--- src/design/ojt_pkg.sv ---
// ----------------------------------------------------------------------------
// ojt_pkg
// Shared types, field widths and codes of the ordered job table.
// ----------------------------------------------------------------------------
`default_nettype none

package ojt_pkg;

  localparam int unsigned TABLE_DEPTH_DEF = 64;

  localparam int unsigned KIND_W   = 3;
  localparam int unsigned HANDLE_W = 32;
  localparam int unsigned KEY_W    = 22;
  localparam int unsigned POS_W    = 7;
  localparam int unsigned STATUS_W = 2;
  localparam int unsigned COUNT_W  = 7;

  localparam logic [KIND_W-1:0] KIND_APPEND   = 3'd0;
  localparam logic [KIND_W-1:0] KIND_REM_POS  = 3'd1;
  localparam logic [KIND_W-1:0] KIND_REM_KEY  = 3'd2;
  localparam logic [KIND_W-1:0] KIND_READ_POS = 3'd3;
  localparam logic [KIND_W-1:0] KIND_FIND_KEY = 3'd4;

  localparam logic [STATUS_W-1:0] STATUS_OK   = 2'd0;
  localparam logic [STATUS_W-1:0] STATUS_MISS = 2'd1;
  localparam logic [STATUS_W-1:0] STATUS_FULL = 2'd2;

  typedef struct packed {
    logic [KIND_W-1:0]   kind;
    logic [HANDLE_W-1:0] handle;
    logic [KEY_W-1:0]    proc_id;
    logic [POS_W-1:0]    position;
  } in_t;

  typedef struct packed {
    logic [STATUS_W-1:0] status;
    logic [HANDLE_W-1:0] out_handle;
    logic [KEY_W-1:0]    out_proc_id;
    logic [COUNT_W-1:0]  entry_count;
  } out_t;

  typedef struct packed {
    logic [HANDLE_W-1:0] handle;
    logic [KEY_W-1:0]    key;
  } entry_t;

endpackage

`default_nettype wire

--- src/design/ordered_job_table_core.sv ---
// ----------------------------------------------------------------------------
// ordered_job_table_core
// Compact ordered job table with append, remove, read and search by id.
// ----------------------------------------------------------------------------
// One command per input transaction (in_valid_i / in_stall_o), one result per
// output transaction (out_valid_o / out_stall_i), held in an output register.
// Commands are taken one at a time; in_stall_o is high while one is in work.
// The entries live in a single-port-read, single-port-write RAM with
// registered read data; searches and compaction walk it one entry per cycle.
// Append, a bad position, an unused kind and a search of an empty table go
// straight to the result; a read fetches one entry; a remove at a position
// fetches it, then shifts each later entry down one slot; a find scans from
// slot zero up to the first match or the count; a remove by id scans, then
// shifts. The longest commands are a search that misses, a remove by id or
// a remove of the first entry, on a full table.
// A new command is taken as soon as the previous result is in the output
// register, even if the receiver stalls it; a finished result waits there
// until the output register frees. Reset empties the table (count zero);
// no clearing pass is needed since only entries below the count are read.
// ----------------------------------------------------------------------------
`default_nettype none

module ordered_job_table_core
  import ojt_pkg::*;
#(
  parameter int unsigned TABLE_DEPTH = TABLE_DEPTH_DEF
) (
  input  wire logic clk_i,
  input  wire logic rst_ni,
  input  wire logic in_valid_i,
  output logic      in_stall_o,
  input  wire in_t  in_data_i,
  output logic      out_valid_o,
  input  wire logic out_stall_i,
  output out_t      out_data_o
);

  localparam int unsigned AW   = $clog2(TABLE_DEPTH);
  localparam int unsigned CW   = $clog2(TABLE_DEPTH + 1);
  localparam int unsigned CMPW = (CW > POS_W) ? CW : POS_W;

  typedef enum logic [4:0] {
    ST_IDLE  = 5'b00001,
    ST_FETCH = 5'b00010,
    ST_SCAN  = 5'b00100,
    ST_SHIFT = 5'b01000,
    ST_RESP  = 5'b10000
  } state_e;

  state_e state_q, state_d;
  logic [CW-1:0] count_q, count_d;
  logic [AW-1:0] ptr_q, ptr_d;
  logic [KIND_W-1:0] kind_q, kind_d;
  logic [KEY_W-1:0] key_q, key_d;
  out_t res_q, res_d;
  logic out_valid_q, out_valid_d;
  out_t out_q, out_d;

  logic ram_we, ram_re;
  logic [AW-1:0] ram_waddr, ram_raddr;
  entry_t ram_wdata, ram_rdata;

  logic start_shift;
  logic [AW-1:0] shift_slot;
  logic out_free;
  logic [CMPW-1:0] pos_ext, cnt_ext;
  logic pos_ok, tbl_full;
  logic [AW-1:0] pos_slot;

  ojt_ram #(
    .TABLE_DEPTH(TABLE_DEPTH)
  ) u_ram (
    .clk_i    (clk_i),
    .wr_en_i  (ram_we),
    .wr_addr_i(ram_waddr),
    .wr_data_i(ram_wdata),
    .rd_en_i  (ram_re),
    .rd_addr_i(ram_raddr),
    .rd_data_o(ram_rdata)
  );

  assign out_free = !out_valid_q || !out_stall_i;
  assign pos_ext  = CMPW'(in_data_i.position);
  assign cnt_ext  = CMPW'(count_q);
  assign pos_ok   = (pos_ext != '0) && (pos_ext <= cnt_ext);
  assign pos_slot = AW'(pos_ext - CMPW'(1));
  assign tbl_full = (count_q == CW'(TABLE_DEPTH));

  always_comb begin
    state_d     = state_q;
    count_d     = count_q;
    ptr_d       = ptr_q;
    kind_d      = kind_q;
    key_d       = key_q;
    res_d       = res_q;
    ram_we      = 1'b0;
    ram_re      = 1'b0;
    ram_waddr   = '0;
    ram_raddr   = '0;
    ram_wdata   = ram_rdata;
    start_shift = 1'b0;
    shift_slot  = ptr_q;

    case (state_q)
      ST_IDLE: begin
        if (in_valid_i) begin
          kind_d  = in_data_i.kind;
          key_d   = in_data_i.proc_id;
          res_d   = '{status: STATUS_MISS, default: '0};
          state_d = ST_RESP;
          case (in_data_i.kind)
            KIND_APPEND: begin
              if (tbl_full) begin
                res_d.status = STATUS_FULL;
              end else begin
                ram_we       = 1'b1;
                ram_waddr    = AW'(count_q);
                ram_wdata    = '{handle: in_data_i.handle, key: in_data_i.proc_id};
                count_d      = count_q + CW'(1);
                res_d.status = STATUS_OK;
              end
            end
            KIND_REM_POS, KIND_READ_POS: begin
              if (pos_ok) begin
                ram_re    = 1'b1;
                ram_raddr = pos_slot;
                ptr_d     = pos_slot;
                state_d   = ST_FETCH;
              end
            end
            KIND_REM_KEY, KIND_FIND_KEY: begin
              if (count_q != '0) begin
                ram_re    = 1'b1;
                ram_raddr = '0;
                ptr_d     = '0;
                state_d   = ST_SCAN;
              end
            end
            default: ;
          endcase
        end
      end
      ST_FETCH: begin
        res_d = '{status: STATUS_OK, out_handle: ram_rdata.handle,
                  out_proc_id: ram_rdata.key, entry_count: '0};
        if (kind_q == KIND_REM_POS) begin
          start_shift = 1'b1;
        end else begin
          state_d = ST_RESP;
        end
      end
      ST_SCAN: begin
        if (ram_rdata.key == key_q) begin
          res_d = '{status: STATUS_OK, out_handle: ram_rdata.handle,
                    out_proc_id: ram_rdata.key, entry_count: '0};
          if (kind_q == KIND_REM_KEY) begin
            start_shift = 1'b1;
          end else begin
            state_d = ST_RESP;
          end
        end else if (CW'(ptr_q) + CW'(1) == count_q) begin
          state_d = ST_RESP;
        end else begin
          ram_re    = 1'b1;
          ram_raddr = ptr_q + AW'(1);
          ptr_d     = ptr_q + AW'(1);
        end
      end
      ST_SHIFT: begin
        ram_we    = 1'b1;
        ram_waddr = ptr_q;
        ram_wdata = ram_rdata;
        if (CW'(ptr_q) + CW'(2) == count_q) begin
          count_d = count_q - CW'(1);
          state_d = ST_RESP;
        end else begin
          ram_re    = 1'b1;
          ram_raddr = ptr_q + AW'(1) + AW'(1);
          ptr_d     = ptr_q + AW'(1);
        end
      end
      ST_RESP: begin
        if (out_free) begin
          state_d = ST_IDLE;
        end
      end
      default: begin
        state_d = ST_IDLE;
      end
    endcase

    if (start_shift) begin
      if (CW'(shift_slot) + CW'(1) == count_q) begin
        count_d = count_q - CW'(1);
        state_d = ST_RESP;
      end else begin
        ram_re    = 1'b1;
        ram_raddr = shift_slot + AW'(1);
        ptr_d     = shift_slot;
        state_d   = ST_SHIFT;
      end
    end
  end

  always_comb begin
    out_valid_d = out_valid_q;
    out_d       = out_q;
    if (out_valid_q && !out_stall_i) begin
      out_valid_d = 1'b0;
    end
    if ((state_q == ST_RESP) && out_free) begin
      out_valid_d       = 1'b1;
      out_d             = res_q;
      out_d.entry_count = COUNT_W'(count_q);
    end
  end

  always_ff @(posedge clk_i or negedge rst_ni) begin
    if (!rst_ni) begin
      state_q     <= ST_IDLE;
      count_q     <= '0;
      out_valid_q <= 1'b0;
    end else begin
      state_q     <= state_d;
      count_q     <= count_d;
      out_valid_q <= out_valid_d;
    end
  end

  always_ff @(posedge clk_i) begin
    ptr_q  <= ptr_d;
    kind_q <= kind_d;
    key_q  <= key_d;
    res_q  <= res_d;
    out_q  <= out_d;
  end

  assign in_stall_o  = (state_q != ST_IDLE);
  assign out_valid_o = out_valid_q;
  assign out_data_o  = out_q;

endmodule

`default_nettype wire

--- src/design/ojt_ram.sv ---
// ----------------------------------------------------------------------------
// ojt_ram
// Entry storage: one write port, one read port, registered read data.
// ----------------------------------------------------------------------------
`default_nettype none

module ojt_ram
  import ojt_pkg::*;
#(
  parameter int unsigned TABLE_DEPTH = TABLE_DEPTH_DEF,
  localparam int unsigned AW = $clog2(TABLE_DEPTH)
) (
  input  wire logic          clk_i,
  input  wire logic          wr_en_i,
  input  wire logic [AW-1:0] wr_addr_i,
  input  wire entry_t        wr_data_i,
  input  wire logic          rd_en_i,
  input  wire logic [AW-1:0] rd_addr_i,
  output entry_t             rd_data_o
);

  entry_t mem [TABLE_DEPTH];

  always_ff @(posedge clk_i) begin
    if (wr_en_i) begin
      mem[wr_addr_i] <= wr_data_i;
    end
  end

  always_ff @(posedge clk_i) begin
    if (rd_en_i) begin
      rd_data_o <= mem[rd_addr_i];
    end
  end

endmodule

`default_nettype wire

--- config.mk ---
export PLATFORM = sky130hd
export DESIGN_NAME = ordered_job_table_core
export DESIGN_NICKNAME = d
export VERILOG_FILES = /design/src/design/ojt_pkg.sv /design/src/design/ordered_job_table_core.sv /design/src/design/ojt_ram.sv
export SDC_FILE = /design/constraint.sdc
export NUM_CORES = 2
export LEC_CHECK = 0
export BUFFER_PORTS_ARGS = -buffer_cell sky130_fd_sc_hd__buf_2
export CORE_MARGIN = 4
export CORE_UTILIZATION = 55
export CTS_CLUSTER_SIZE = 30
export DETAILED_ROUTE_END_ITERATION = 16
export PLACE_DENSITY = 0.75
export SLEW_MARGIN = 40
export SYNTH_ARGS = -nofsm -noshare
export SYNTH_HDL_FRONTEND = slang
export SYNTH_HIERARCHICAL = 1
export SYNTH_SLANG_ARGS = --single-unit
--- constraint.sdc ---
create_clock -name clk_i -period 10.35 [get_ports clk_i]
set_input_delay 2.07 -clock clk_i [delete_from_list [all_inputs] [get_ports clk_i]]
set_output_delay 2.07 -clock clk_i [all_outputs]
set_load 0.03 [all_outputs]
==> results.ini <==
[detailed_routing]
wl_per_cell_um = 38.1
drt_iter0_markers = 11300
avgViaCountPerCell = 6.97
antenna_left = 0
drt-total-wl_um = 389000
via_count = 71100
firstDrtPassIters = 8
drcViolationCount = 0

[run]
drv_cap = 0

[yosys]
avgSynthCellArea_um2 = 23.0
synth_nets = 6180
async_flop_share = 0.00354
synth_flop_cell = edfxtp_1
syn_area_um2 = 140000
synth_edf_count = 3660
synth_top_area_share = 0.783
netlist_instances = 6096
yosys.area.top_type = edfxtp_1
yosysSeqAreaShare = 0.785
synthTopCellsByArea = edfxtp_1 78%, mux4_2 15%, o22ai_1 0.78%
synth.distinct_cells = 75
yosysWarnings = 6
ys_ff_latch = 3673

[outcome]
status = finished clean

[timing]
setup_viol = 0
worstMarginPinSlew_ns = 0.945
period_share = 0.608
maxSlewViolCount = 0
finalHoldViolations = 0
finalSetupTns_ns = 0
fmax_mhz = 159
min_period_ns = 6.29
finClkSkew_ns = 0.0751
slew-limit-headroom = 0.370
rsz0062_at_grt = no

[clock_network]
clk_latency_ns = 0.96
postCtsHoldBufs = 0
clock-sinks = 3673
numCtsBuffers = 370
clockBufferDepth = 4
htree_num_levels = 5
cts_tree = done
cts_setup_buffers = 0
cts-root-buf = clkbuf_16
path_clk_slew_ns = 0.06
postCtsResizedCells = 0

[floorplanning]
die-area_um2 = 263000
core_area_um2 = 254000
die_width_um = 513
start_util = 0.552
die_h_um = 513
io_pins = 133
num_rows = 185

[power]
p_per_area_nw_per_um2 = 214
p_int_w = 0.0261
p_comb_frac = 0.108
clkPwrFrac = 0.378
p_sw_frac = 0.237
p_switching_w = 0.00811
peakVddDrop_v = 0.000191
leakagePower_nw = 48.6
seqPwrFrac = 0.514

[final_layout]
stdcell_area_um2 = 159000
nNetsFinal = 6636
fin_util = 0.627
drive_gt1_frac = 0.302
area.growth.synth_to_final_pct = 13.6

[min_path]
hold_path_class = flip-flop to flip-flop

[grt]
grt_util_all_layers = 0.296
grt_pass1_wl_um = 549000
grt_max_degree = 119
antenna_found_initial = 12
grt-ovfl-total = 0
grt_pass1_vias = 71300

[critical_path]
crit_fanout = 85
critical_path_class = primary input to flip-flop
worstPathRequired_ns = 11.02
crit_arrival_ns = 6.96
endpoint_kind = flip-flop
worstSetupStartpointType = primary input

[placement]
place_area_um2 = 148000
place.port_buffers = 132
gp_congestion = 0.887
dp_hpwl_um = 205000

kinds of logic after synthesis:
logic type | count (synthesis) | share of synthesized area
compound gates | 446 | 0.0206
xor+xnor | 51 | 0.00323
fa+ha+maj | 16 | 0.00143
buf+inv | 352 | 0.0116
flops | 3673 | 0.785
mux | 1094 | 0.162
simple gates | 464 | 0.0161
power by group through the flow:
stage / registers, W / clock network, W / logic [W]
5_1_grt: 0.0176 / 0.0137 / 0.00389
3_5_place_dp: 0.0179 / 0 / 0.00358
3_3_place_gp: 0.0179 / 0 / 0.00344
2_1_floorplan: 0.0179 / 0 / 0.00226
4_1_cts: 0.0176 / 0.0130 / 0.00363
6_report: 0.0176 / 0.0129 / 0.00368
cells in the final DEF (no fill, tap or decap), types with 21 or more instances in the layout:
| cell type | n |
|---|---|
| buf_12 | 34 |
| mux2_2 | 59 |
| o22ai_1 | 175 |
| nor2_4 | 57 |
| buf_4 | 174 |
| clkbuf_1 | 77 |
| mux2i_1 | 50 |
| edfxtp_1 | 3660 |
| clkinv_1 | 70 |
| o221ai_1 | 55 |
| a31oi_1 | 28 |
| clkbuf_16 | 377 |
| bufinv_16 | 33 |
| and2_1 | 55 |
| xnor2_1 | 42 |
| buf_8 | 26 |
| clkinv_2 | 69 |
| o21ai_0 | 56 |
| buf_16 | 30 |
| buf_6 | 21 |
| nor2_1 | 130 |
| mux2_1 | 29 |
| nand2_1 | 89 |
| buf_2 | 132 |
| mux4_2 | 932 |
| mux2_4 | 24 |
| a21oi_1 | 80 |
stage by stage:
| stage | hold WS (ns) | instances | worst slack [ns] | power, W |
|---|---|---|---|---|
| 6_report | 0.410 | 10200 | 4.06 | 0.0342 |
| 5_1_grt | 0.409 | 10200 | 3.93 | 0.0352 |
| 4_1_cts | 0.409 | 10200 | 3.97 | 0.0342 |
| 3_5_place_dp | 0.406 | 9541 | 3.08 | 0.0215 |
| 3_3_place_gp | 0.402 | 9486 | 2.73 | 0.0213 |
| 2_1_floorplan | 0.400 | 6096 | 2.30 | 0.0201 |
worst paths after layout:
check	cells past startpoint	to	from	slack (ns)
worst max-delay path	15	u_ram/rd_data_o[28]	in_data_i[1]	4.06
worst min-delay path	0	out_data_o[57]	res_q[57]	0.41
worst max register to register	13	u_ram/rd_data_o[28]	state_q[0]	4.12
worst min register to register	0	out_data_o[57]	res_q[57]	0.41
max in group asynchronous	1	state_q[0]	rst_ni	9.02
min in group asynchronous	1	state_q[1]	rst_ni	1.03
sequential cells by signal, summed over array words and instances, names as in the netlist:
| register | count |
|---|---|
| ptr_q | 6 |
| u_ram/rd_data_o | 54 |
| key_q | 22 |
| out_valid_o | 1 |
| out_data_o | 63 |
| kind_q | 3 |
| cnt_ext | 7 |
| state_q | 5 |
| res_q | 56 |
| u_ram/mem | 3456 |
per-layer routing:
metal  GRT usage  vias to the layer above  part of all wire
li1            -                    26900                 -
met1       0.402                    37100              0.34
met2       0.451                     5980              0.47
met3      0.0890                     1089              0.14
met4       0.129                       10             0.053
met5           0                        -           0.00017
worst max-delay path: stages:
cell      delay, ns
buf_2          0.11
ha_1           0.30
nor2b_1        0.14
o21ai_0        0.14
a21oi_1        0.14
o21ai_0        0.41
nand3_1        0.49
o221ai_4       0.82
buf_4          0.43
buf_12         0.44
mux4_2         0.44
o22ai_1        0.17
nor2_1         0.11
a21oi_1        0.44
nor2_1         0.09
layout make-up:
class                      count  area [um^2]
multi-input combinational   2071        29300
timing repair buffer         418         4110
fill                       16100        94700
clock buffer                 455         9740
sequential                  3673       110000
tap                         3366         4210
antenna                        5         12.5
clock inverter               190         1800
inverter                      18         70.1
synthesized netlist by cell type (8+ instances only):
library cell  count
dfrtp_1          12
o221a_2           9
buf_4            23
buf_6            10
and2_1           56
nand4_1          13
mux4_2          932
nor3_1           27
inv_1            14
xnor2_1          43
nand2_1          93
nor2_1          187
a21oi_1          81
nor2b_1          11
a31oi_1          28
o21ai_0          58
or3_1             8
edfxtp_1       3660
clkbuf_1        145
nand2b_1         12
o22ai_1         175
buf_1            39
mux2_1           30
ha_1             16
nand3_1          15
mux2_2           82
mux2i_1          50
buf_2           117
o221ai_1         61
No activity file was read; power rests on OpenSTA's default activity.
